**src/rtl/dbm_pkg.sv**
```systemverilog
// ----------------------------------------------------------------------------
// dbm_pkg
// Shared types and constants of the disk visibility bitmap: item kinds,
// register indexes, the sequencer state type and the stamp geometry record.
// ----------------------------------------------------------------------------
`default_nettype none

package dbm_pkg;

   // default store size
   localparam int MAX_COLS_DEF = 64;
   localparam int MAX_ROWS_DEF = 64;

   // field and datapath widths
   localparam int KIND_W      = 2;
   localparam int POS_W       = 8;
   localparam int RADIUS_W    = 10;
   localparam int CSR_INDEX_W = 1;
   localparam int CSR_DATA_W  = 7;
   localparam int COORD_W     = 10;  // signed tile coordinates and clip limits
   localparam int HALF_W      = 7;   // half side of the box, at most 64
   localparam int DY_W        = 7;   // row distance magnitude inside the box
   localparam int RSQ_W       = 2 * RADIUS_W;
   localparam int RQ_W        = 12;  // floor(radius_q4^2 / 256)
   localparam int DSQ_W       = 13;  // dy^2, at most 4096
   localparam int LIM_W       = 14;  // signed rq - dy^2
   localparam int SPAN_W      = 6;
   localparam int SPAN_MAX    = 63;  // rq stays below 64^2

   localparam logic [CSR_DATA_W-1:0] MAP_SIZE_RESET = 7'd64;

   // item kinds
   localparam logic [KIND_W-1:0] KIND_CLEAR = 2'd0;
   localparam logic [KIND_W-1:0] KIND_STAMP = 2'd1;
   localparam logic [KIND_W-1:0] KIND_QUERY = 2'd2;

   // register indexes
   localparam logic [CSR_INDEX_W-1:0] CSR_MAP_WIDTH  = 1'b0;
   localparam logic [CSR_INDEX_W-1:0] CSR_MAP_HEIGHT = 1'b1;

   // sequencer states
   typedef enum logic [2:0] {
      ST_IDLE,
      ST_SETUP,
      ST_WALK,
      ST_DRAIN,
      ST_QUERY
   } dbm_state_type;

   // geometry of the disk being stamped, fixed for the whole stamp
   typedef struct packed {
      logic signed [POS_W-1:0]   cx;
      logic signed [POS_W-1:0]   cy;
      logic        [RQ_W-1:0]    rq;
      logic signed [COORD_W-1:0] col_hi;
   } dbm_disk_type;

endpackage

`default_nettype wire

```
**src/rtl/dbm_row_mask.sv**
```systemverilog
// ----------------------------------------------------------------------------
// dbm_row_mask
// Row pipeline of a stamp: takes one row a cycle, works out the span of
// columns inside the disk and hands back a read request and a column mask
// lined up with the read data of the row store.
// ----------------------------------------------------------------------------
`default_nettype none

module dbm_row_mask #(
   parameter int MAX_COLS = dbm_pkg::MAX_COLS_DEF,
   parameter int MAX_ROWS = dbm_pkg::MAX_ROWS_DEF
) (
   input  wire logic                        clock,
   input  wire logic                        reset,
   input  wire dbm_pkg::dbm_disk_type       disk,
   input  wire logic                        in_valid,
   input  wire logic [$clog2(MAX_ROWS)-1:0] in_row,
   output      logic                        rd_en,
   output      logic [$clog2(MAX_ROWS)-1:0] rd_addr,
   output      logic                        wr_valid,
   output      logic [$clog2(MAX_ROWS)-1:0] wr_row,
   output      logic [MAX_COLS-1:0]         wr_mask,
   output      logic                        busy
);

   localparam int ROW_W   = $clog2(MAX_ROWS);
   localparam int COORD_W = dbm_pkg::COORD_W;
   localparam int POS_W   = dbm_pkg::POS_W;
   localparam int DY_W    = dbm_pkg::DY_W;
   localparam int DSQ_W   = dbm_pkg::DSQ_W;
   localparam int LIM_W   = dbm_pkg::LIM_W;
   localparam int RQ_W    = dbm_pkg::RQ_W;
   localparam int SPAN_W  = dbm_pkg::SPAN_W;

   // stage 1: row distance squared
   logic signed [COORD_W-1:0] dy;
   logic signed [COORD_W-1:0] dy_mag;
   logic [2*DY_W-1:0]         dsq_full;
   logic [DSQ_W-1:0]          dsq_in;
   logic [DSQ_W-1:0]          dsq_ff;
   logic [ROW_W-1:0]          row1_ff;
   logic                      v1_ff;

   // stage 2: span of the row
   logic signed [LIM_W-1:0]   lim;
   logic [SPAN_W-1:0]         span_in;
   logic                      empty_in;
   logic [SPAN_W-1:0]         span_ff;
   logic                      empty_ff;
   logic [ROW_W-1:0]          row2_ff;
   logic                      v2_ff;

   // stage 3: column mask
   logic signed [COORD_W-1:0] cx_ext;
   logic signed [COORD_W-1:0] span_ext;
   logic signed [COORD_W-1:0] lo;
   logic signed [COORD_W-1:0] hi;
   logic signed [COORD_W-1:0] col;
   logic [MAX_COLS-1:0]       mask;

   // distance from the disk centre row
   always_comb begin
      dy = $signed({{(COORD_W-POS_W){disk.cy[POS_W-1]}}, disk.cy})
         - $signed({{(COORD_W-ROW_W){1'b0}}, in_row});
      dy_mag   = dy[COORD_W-1] ? -dy : dy;
      dsq_full = dy_mag[DY_W-1:0] * dy_mag[DY_W-1:0];
      dsq_in   = dsq_full[DSQ_W-1:0];
   end

   // largest column offset k with k^2 <= rq - dy^2
   always_comb begin
      lim = $signed({{(LIM_W-RQ_W){1'b0}}, disk.rq})
          - $signed({{(LIM_W-DSQ_W){1'b0}}, dsq_ff});
      empty_in = lim[LIM_W-1];
      span_in  = '0;
      for (int k = 1; k <= dbm_pkg::SPAN_MAX; k++) begin
         if (lim >= $signed(LIM_W'(k * k))) begin
            span_in = SPAN_W'(k);
         end
      end
   end

   // columns within the span, clipped to the map
   always_comb begin
      cx_ext   = $signed({{(COORD_W-POS_W){disk.cx[POS_W-1]}}, disk.cx});
      span_ext = $signed({{(COORD_W-SPAN_W){1'b0}}, span_ff});
      lo       = cx_ext - span_ext;
      hi       = cx_ext + span_ext;
      col      = '0;
      mask     = '0;
      for (int x = 0; x < MAX_COLS; x++) begin
         col     = COORD_W'(x);
         mask[x] = !empty_ff && (col >= lo) && (col <= hi) && (col <= disk.col_hi);
      end
   end

   // stage valids
   always_ff @(posedge clock) begin
      if (reset) begin
         v1_ff <= 1'b0;
         v2_ff <= 1'b0;
      end else begin
         v1_ff <= in_valid;
         v2_ff <= v1_ff;
      end
   end

   // stage payload
   always_ff @(posedge clock) begin
      dsq_ff   <= dsq_in;
      row1_ff  <= in_row;
      span_ff  <= span_in;
      empty_ff <= empty_in;
      row2_ff  <= row1_ff;
   end

   // read the row one stage ahead of its write
   assign rd_en    = v1_ff;
   assign rd_addr  = row1_ff;
   assign wr_valid = v2_ff;
   assign wr_row   = row2_ff;
   assign wr_mask  = mask;
   assign busy     = v1_ff | v2_ff;

endmodule

`default_nettype wire

```
**config.mk**
```make
export PLATFORM = sky130hd
export DESIGN_NAME = dbm_row_mask
export DESIGN_NICKNAME = d
export VERILOG_FILES = /design/src/rtl/dbm_pkg.sv /design/src/rtl/dbm_row_mask.sv
export SDC_FILE = /design/constraint.sdc
export NUM_CORES = 1
export LEC_CHECK = 0
export BUFFER_PORTS_ARGS = -buffer_cell sky130_fd_sc_hd__buf_4
export CAP_MARGIN = 5
export CORE_MARGIN = 10
export CORE_UTILIZATION = 50
export DETAILED_ROUTE_END_ITERATION = 8
export HOLD_SLACK_MARGIN = 0.15
export PLACE_DENSITY_LB_ADDON = 0.12
export SKIP_LAST_GASP = 1
export SLEW_MARGIN = 20
export SYNTH_ARGS = -nofsm -noshare
export SYNTH_HDL_FRONTEND = slang
export SYNTH_SLANG_ARGS = --single-unit
```
**constraint.sdc**
```tcl
create_clock -name clock -period 8.7 [get_ports clock]
set_clock_uncertainty 0.15 [all_clocks]
set_input_delay 0.87 -clock clock [delete_from_list [all_inputs] [get_ports clock]]
set_output_delay 0.87 -clock clock [all_outputs]
set_load 0.01 [all_outputs]
```
== Word-level counts from Yosys, hierarchy flattened ==
Index checks and enable logic that the tools add are counted.
Widths: inputs -> output; s select.
Storage, ports and cells
  memories kept: 0
  output and inout port bits: 79
  RAM bits: 0
  bits in latches: 0
  flip-flop bits (word level): 34
  memory bits (read-only): 0
Operators by class
  $add $sub $neg: 5
  multipliers: 1
  muxes and demuxes: 63
  bitwise gates (word level): 1
  order comparisons: 255
  reduce and logical (&&, ||, !) cells: 198
  equality and inequality tests: 0
  div/mod/pow operators: 0
  shift operators: 0
Operator list (number)
  $le 7x10->1 const A: 32
  $ge 7x9->1 const A: 32
  $le 7x9->1 const A: 32
  $ge 14x13->1 const B: 18
  $ge 14x12->1 const B: 14
  $logic_and 1x1->1: 192
  $mux 6: 30
  $le 6x10->1 const A: 16
  $ge 6x9->1 const A: 16
  $le 6x9->1 const A: 16
  $ge 14x11->1 const B: 9
  $ge 14x10->1 const B: 7
  $le 5x10->1 const A: 8
  $mux 5: 16
  $ge 5x9->1 const A: 8
  $le 5x9->1 const A: 8
  $ge 14x8->1 const B: 4
  $ge 14x9->1 const B: 4
  $le 4x10->1 const A: 4
  $ge 4x9->1 const A: 4
  $le 4x9->1 const A: 4
  $mux 4: 8
  $reduce_or 32->1: 1
  $ge 14x6->1 const B: 2
  other kinds (28): 38

== Depth between registers and ports, before layout ==
Gate-level depths: netlist of run 1.
  depth in word-level cells: 64
  mapped depth: 31
  gate-level depth less buffers: 31

== Least setup slack after synthesis of run 1 ==
No wires, ideal clock.
  path type: input port to flip-flop
  start point: input in_row[1]
  end point: register dsq_ff[12]
  cell stages on the path: 27
  arrival time: 6.723 ns
  setup slack: 1.706 ns
  path through: inv_1 -> ha_1 -> a21o_1 -> a21o_1 -> a21o_1 -> a21oi_1 -> xnor2_1 -> o41a_1 -> a221oi_1 -> nor2_1 -> fa_1 -> inv_1 -> fa_1 -> fa_1 -> inv_1 -> fa_1 -> ha_1 -> inv_1 -> o21bai_1 -> a21oi_1 -> nor2b_1 -> o21a_1 -> o21ai_0 -> nand2b_1 -> a21oi_1 -> xnor2_1 -> xnor2_1
On the way
  word-level cells in the longest chain between the ends: 4
RTL lines
  from (decl): line dbm_row_mask.sv:17  | input wire logic [$clog2(MAX_ROWS)-1:0] in_row,
  $sub 8x7->9 *: line dbm_row_mask.sv:64  | - $signed({{(COORD_W-ROW_W){1'b0}}, in_row});
  $neg 7->7: line dbm_row_mask.sv:65  | dy_mag = dy[COORD_W-1] ? -dy : dy;
  $mux 7 *: line dbm_row_mask.sv:65
  $mul 7x7->13 *: line dbm_row_mask.sv:66  | dsq_full = dy_mag[DY_W-1:0] * dy_mag[DY_W-1:0];
  via dsq_full[12]: line dbm_row_mask.sv:38  | logic [2*DY_W-1:0] dsq_full;
  to (signal assigned): line dbm_row_mask.sv:110  | dsq_ff <= dsq_in;
  to (decl): line dbm_row_mask.sv:40  | logic [DSQ_W-1:0] dsq_ff;
Mark *: on every way through the listed nets, which the timed path passes. The rest lies on a longest branch.
A chain may end at the register's enable or synchronous reset.

== Worst setup path in the final report of run 1 ==
  start point: input disk[22] (netlist bit)
  end point: register dsq_ff[12]
On the way
  word-level cells in the longest chain between the ends: 4
RTL lines
  from (decl): line dbm_row_mask.sv:15  | input wire dbm_pkg::dbm_disk_type disk,
  $sub 8x7->9 *: line dbm_row_mask.sv:64
  $neg 7->7: line dbm_row_mask.sv:65
  $mux 7 *: line dbm_row_mask.sv:65
  $mul 7x7->13 *: line dbm_row_mask.sv:66
  via dsq_full[12]: line dbm_row_mask.sv:38
Marks and branches as above.

==> run_results.csv, run 1 <==
group,metric,value,unit
routing,wirelength,28010,µm
cells_and_area,utilization,60.73,%
cells_and_area,seqCellArea,660.6,µm²
clock_network,clk_pin_slew,0.06,ns
setup_path,worstSetupPathType,"primary input to register",
clock_network,postCtsSetupBuffers,0,
clock_network,numClockSinks,33,
clock_network,htreeDepth,2,
setup_path,crit_fanout,6,
global_routing,grt_pass1_vias,8138,
global_routing,overflow,0,
setup_path,cp.required,8.74,ns
sta,setup-tns-final,0,ns
setup_path,startpoint,"disk[22]",
logic_synthesis,yosys_warnings,0,
sta,worst_pin_slew,1.111,ns
sta,drv_slew,0,
setup_path,end_kind,"register",
routing,drt_iter0_markers,1945,
cells_and_area,synthToLayoutAreaGrowth,17.36,%
cells_and_area,nFillCells,1346,
sta,fmax,136.6,MHz
cells_and_area,drive_gt1_share,16.65,%
sta,setup_viol,0,
logic_synthesis,ys_seq_area_share,9.527,%
clock_network,root_buffer,"clkbuf_16",
power,p_int,0.001557,W
placed_design,dpl.hpwl,21910,µm
logic_synthesis,ys_types,89,
placed_design,portBuffers,125,
logic_synthesis,yosys-top-cells-count,"nor2_1, a21oi_1, nand2_1",
setup_path,slowest_delay,0.55,ns
power,finalPower,0.003954,W
logic_synthesis,ys_top_cells_by_area,"ha_1, dfxtp_1, a21oi_1, nor2_1, fa_1",
setup_path,rrSetupSlack,4.49,ns
floorplan,start_util,51.75,%
logic_synthesis,synth_edf_count,0,
logic_synthesis,async_flop_share,0,%
power,powerDensity,485.8,nW/µm²
cells_and_area,diodes,0,
clock_network,cts_resized,0,
clock_network,insertion_delay,0.30,ns
status,status,"complete, no violations",
logic_synthesis,yosys.cell_count.top_type,"nor2_1",
clock_network,numCtsBuffers,5,
logic_synthesis,syn_area,6934,µm²
flow_run,maxCapViolCount,0,
cells_and_area,nNetsFinal,1255,
clock_network,cts.path.max_buffers,2,
global_routing,grt_pass1_wl,43570,µm
floorplan,die-area,18980,µm²
sta,hold_viol,0,
floorplan,die_y,137.8,µm
clock_network,cts_hold_buf,0,
floorplan,die_w,137.8,µm
floorplan,rows,42,
routing,via_count,8644,
routing,wl_per_cell,21.36,µm
logic_synthesis,syn_nets,1165,
min_path,hold_path_startpoint,"rd_addr[4]",
setup_path,worstPathArrival,7.36,ns
logic_synthesis,yosys.area.top_type_share,10.10,%
global_routing,antenna_found_initial,0,
setup_path,setup.worst_path.start_class,"primary input",
floorplan,core,13400,µm²
routing,routed_via_density,6.593,
power,leakagePower,3.569,nW
routing,first_pass_iters,8,
power,power.switching,0.002397,W
clock_network,cts_tree,"done",
routing,drc_errors,0,
setup_path,crit_slowest_cell,"fa_1",
setup_path,reg2reg_from,"dsq_ff[0]",
power,power_frac_seq,6.1,%
logic_synthesis,synth_seq_cells,33,
logic_synthesis,yosys.area.top_type,"ha_1",
sta,finalCritPeriodShare,84.13,%
placed_design,gp_congestion,1.079,
sta,fin_crit,7.319,ns
min_path,hold_class,"register to register",
sta,slew_headroom,24.00,%
logic_synthesis,synth_ff_type,"dfxtp_1",
global_routing,grt_start_max_net_pins,29,
logic_synthesis,synthCells,1044,
logic_synthesis,avgSynthCellArea,6.642,µm²
cells_and_area,multi_input_area,5783,µm²
power,clkPwrFrac,5.4,%
floorplan,num_io_pins,126,
setup_path,cpMostUsedCell,"inv_1",
sta,rsz0062_at_grt,"false",
routing,drtAntennaViolNets,0,
power,combPwrFrac,88.5,%
power,vdd_drop_max,0.0004523,V
power,swShare,60.62,%
global_routing,grt_usage,28.41,%
==> sequential cells by signal, summed over array words and instances, names as in the netlist <==
name / cells
wr_row: 6
rd_addr: 6
dsq_ff: 12
rd_en: 1
wr_valid: 1
span_ff: 6
empty_ff: 1
==> placed cells by master, fill, tap and decap left out, types with 9 or more instances in the layout <==
master / n
nor3_1: 38
dfxtp_1: 33
or3_1: 11
o22ai_1: 9
buf_4: 139
a31oi_1: 14
nor2b_1: 14
xnor2_1: 25
nor4_1: 21
nor2_1: 132
nand2_1: 95
xor2_1: 16
and2_1: 10
ha_1: 56
nand2b_1: 19
and3_1: 9
a211oi_1: 15
o21a_1: 10
a21o_1: 13
nand3_1: 26
o21ai_0: 63
fa_1: 18
a21oi_1: 120
inv_1: 68
a2111oi_0: 18
or2_2: 14
==> cells by family after synthesis <==
kind of cell	after synthesis	share of synthesized area [%]
AOI/OAI and AO/OA	350	32.95
adders and majority gates	74	15.30
DFF	33	9.527
and+or+nand+nor	417	29.18
muxes	4	0.6676
buffers and inverters	125	7.199
xor gates and xnor gates	41	5.179
==> power groups by stage <==
stage / Combinational (W) / Clock, W / Sequential [W]
after floorplan: 0.00249 / 0 / 0.000234
after global routing: 0.00380 / 0.000221 / 0.000248
after global placement: 0.00335 / 0 / 0.000246
after detailed placement: 0.00333 / 0 / 0.000245
after CTS: 0.00337 / 0.000217 / 0.000243
final: 0.00350 / 0.000212 / 0.000243
==> stage by stage <==
step                worst slack, ns  std cells  cell area [µm²]  hold WS, ns
finish                        1.381       1311             8138       0.2077
global route                 0.9128       1311             8138       0.2132
CTS                           1.448       1311             8138       0.2077
detailed placement            1.135       1303             7966       0.1949
global placement              1.310       1303             7966       0.1869
floorplan                     1.706       1044             6934       0.2317
==> layer usage <==
layer / GRT usage [%] / vias to the layer above / share of wire (%)
li1: - / 3970 / -
met2: 40.50 / 707 / 41
met1: 38.44 / 3852 / 40
met4: 6.605 / 0 / 3.1
met5: 0 / - / 0
met3: 12.27 / 115 / 16
==> critical path, delay by kind of cell <==
kind,cells,cell delay [ns]
fa+ha+maj,7,2.87
compound gates,10,1.78
buf+inv,8,0.67
xor+xnor,3,0.67
simple gates,4,0.50
==> path summary, 6_finish.rpt <==
path,endpoint,cells after the start
hold / removal,wr_row[4],0
hold reg to reg,wr_row[4],0
setup / recovery,dsq_ff[12],32
setup reg to reg,span_ff[1],12
==> area by class of cell <==
class / count / area share (%)
Clock buffer: 5 / 1.538
Clock inverter: 3 / 0.5689
Inverter: 69 / 3.183
Multi-Input combinational cell: 886 / 71.06
Sequential cell: 33 / 8.118
Tap cell: 176 / 2.706
Timing Repair Buffer: 139 / 12.82
(Power assumes the default switching activity.)
==> run 2, diff against run 1 <==
- ABC_AREA: unset -> 1
- clock period: 8.7 -> 7.37 ns (I/O delays scaled with it)
==> run 2 against run 1 <==
- register-to-register slack worse by 2.9 ns
- count of clock-buffer cells in the layout stayed put
- via count grew 16%
- global-route usage rose by 1.7 points
- final cell count up 26%
- combinational power up 9.1%
- clock power decreased by 10%
- setup slack got worse by 0.94 ns
- hold slack lost 0.0084 ns
- sequential cell count unchanged
==> run_results.csv, run 2 <==
group,metric,value,unit
setup_path,startpoint,"disk[22]",
setup_path,slowest_delay,0.54,ns
setup_path,crit_slowest_cell,"fa_1",
setup_path,cp.depth,36,
cells_and_area,synthToLayoutAreaGrowth,16.74,%
placed_design,gp_congestion,1.041,
logic_synthesis,synth_compound_area_share,23.46,%
logic_synthesis,ys_types,52,
setup_path,rrSetupSlack,1.62,ns
cells_and_area,nNetsFinal,1589,
sta,worst_pin_slew,1.078,ns
setup_path,worst_r2r_endpoint,"span_ff[0]",
logic_synthesis,synthCells,1359,
cells_and_area,seqCellArea,660.6,µm²
logic_synthesis,synth-adder-area-share,14.00,%
logic_synthesis,yosys.cell_count.top_type,"nand2_1",
floorplan,die_y,143.1,µm
clock_network,root_buffer,"clkbuf_16",
sta,slew_headroom,27.18,%
floorplan,die-area,20480,µm²
clock_network,cts_tree,"done",
global_routing,grt_start_max_net_pins,45,
logic_synthesis,synth_edf_count,0,
global_routing,grt_pass1_vias,9559,
clock_network,cts.path.max_buffers,2,
logic_synthesis,yosys.area.top_type,"nand2_1",
global_routing,overflow,0,
sta,setup_viol,0,
logic_synthesis,async_flop_share,0,%
global_routing,grt_pass1_wl,50070,µm
setup_path,crit_fanout,9,
routing,routed_via_density,6.077,
cells_and_area,diodes,0,
power,vdd_drop_max,0.0003888,V
placed_design,preCtsSetupSlack,0.09291,ns
cells_and_area,largest_reg_flops,12,
routing,drt_iter0_markers,1467,
floorplan,rows,44,
cells_and_area,nFillCells,1508,
setup_path,crit_path_end,"dsq_ff[12]",
min_path,hold_class,"register to register",
flow_run,maxCapViolCount,0,
sta,fmax,144.2,MHz
logic_synthesis,synth_seq_cells,33,
clock_network,htreeDepth,2,
sta,finalCritPeriodShare,94.07,%
logic_synthesis,ys_seq_area_share,8.716,%
global_routing,antenna_found_initial,0,
floorplan,core,14700,µm²
sta,worst_hold_slack,0.1993,ns
placed_design,dpl.hpwl,25830,µm
logic_synthesis,avgSynthCellArea,5.577,µm²
setup_path,reg2reg_depth,71,
power,leakagePower,4.588,nW
logic_synthesis,syn_area,7580,µm²
logic_synthesis,synth_top_family_by_area,"simple AND/OR/NAND/NOR gates",
logic_synthesis,syn_nets,1480,
logic_synthesis,synthSimpleGateAreaFrac,36.10,%
routing,wl_per_cell,19.41,µm
logic_synthesis,synth.area.mux_share,0,%
cells_and_area,final_common_cell,"nand2_1",
setup_path,cpMostUsedCell,"inv_1",
floorplan,num_io_pins,126,
clock_network,numClockSinks,33,
clock_network,insertion_delay,0.27,ns
placed_design,portBuffers,125,
logic_synthesis,synth-xor-area-share,3.219,%
logic_synthesis,ys_top_cells_by_area,"nand2_1, inv_1, nor2_1, ha_1, dfxtp_1",
routing,drc_errors,0,
sta,worst_slack,0.4367,ns
setup_path,worstPathBufferInverterCount,10,
cells_and_area,most-common-layout-cells,"nand2_1, inv_1, nor2_1, buf_4, a21oi_1",
status,status,"complete, no violations",
cells_and_area,multi_input_area,5841,µm²
routing,via_count,10030,
logic_synthesis,yosys.area.top_type_share,14.56,%
setup_path,cp.required,7.39,ns
power,powerDensity,486.3,nW/µm²
cells_and_area,drive_gt1_share,12.27,%
logic_synthesis,yosys_warnings,0,
routing,first_pass_iters,7,
logic_synthesis,synth_ff_type,"dfxtp_1",
setup_path,setup.worst_path.start_class,"primary input",
floorplan,start_util,51.57,%
sta,drv_slew,0,
logic_synthesis,yosys-top-cells-count,"nand2_1, inv_1, nor2_1",
setup_path,cpLargestDelayFamily,"adder cells",
sta,fin_crit,6.933,ns
cells_and_area,top_register,"dsq_ff",
setup_path,reg2reg_from,"dsq_ff[9]",
routing,drtAntennaViolNets,0,
setup_path,end_kind,"register",
clock_network,postCtsSetupBuffers,0,
setup_path,worstPathArrival,6.95,ns
sta,hold_viol,0,
clock_network,cts_hold_buf,0,
clock_network,clk_pin_slew,0.05,ns
routing,wirelength,32050,µm
global_routing,grt_usage,30.08,%
floorplan,die_w,143.1,µm
clock_network,numCtsBuffers,5,
setup_path,worstSetupPathType,"primary input to register",
run 2: metrics by stage:
stage	power (W)	instances	util, %	setup TNS (ns)	instance area [µm²]
detailed placement	0.003935	1645	59.23	0	8706
global route	0.004711	1651	60.20	-0.05776	8848
floorplan	0.002884	1359	-	0	7580
CTS	0.004158	1651	60.11	0	8836
finish	0.004303	1651	60.20	0	8848
global placement	0.003917	1645	59.23	0	8706
run 2: what timing repair did:
action,4_1_cts,5_1_grt
hold endpoints to repair,0,0
endpoints found under the setup margin,0,1
gates resized for setup,0,6
run 2: worst register-to-register path: cells and delay by family, from the launching register on:
kind                       cells  cell delay, ns
DFF                            1            0.32
and+or+nand+nor               66            4.45
AOI/OAI and AO/OA              1            0.12
adders and majority gates      1            0.37
buffers and inverters          3            0.24
run 2: layout make-up:
type	instances	area share [%]
Clock buffer	5	1.414
Multi-Input combinational cell	1037	66.01
Timing Repair Buffer	137	11.62
Clock inverter	1	0.05656
Tap cell	184	2.602
Inverter	254	10.83
Sequential cell	33	7.466
run 2: logic make-up (layout without fill, tap and decap cells):
family          Yosys count  after routing
compound gates          293            293
xor+xnor                 27             27
fa+ha+maj                74             74
buf+inv                 289            397
flops                    33             33
simple gates            643            643
run 2: per-layer routing:
layer / GRT usage (%) / wire length (µm) / up-vias
li1: - / - / 4695
met1: 34.79 / 11900 / 4451
met2: 50.96 / 14540 / 724
met3: 5.274 / 3346 / 163
met4: 17.92 / 2265 / 0
met5: 0 / 0 / -
run 2: worst min-delay path by stage:
stage	startpoint	end	slack, ns	cells past startpoint
final	rd_addr[1]	wr_row[1]	0.20	0
after CTS	rd_addr[1]	wr_row[1]	0.20	0
after floorplan	rd_addr[0]	wr_row[0]	0.23	0
after global placement	rd_addr[4]	wr_row[4]	0.18	0
after global routing	rd_addr[1]	wr_row[1]	0.21	0
after detailed placement	rd_addr[1]	wr_row[1]	0.19	0
run 2: where the power goes:
group	switching (W)	total, W	internal [W]
registers	0.0000448	0.000295	0.000250
logic	0.00269	0.00382	0.00113
clock network	0.0000697	0.000190	0.000120
total	0.00280	0.00430	0.00150
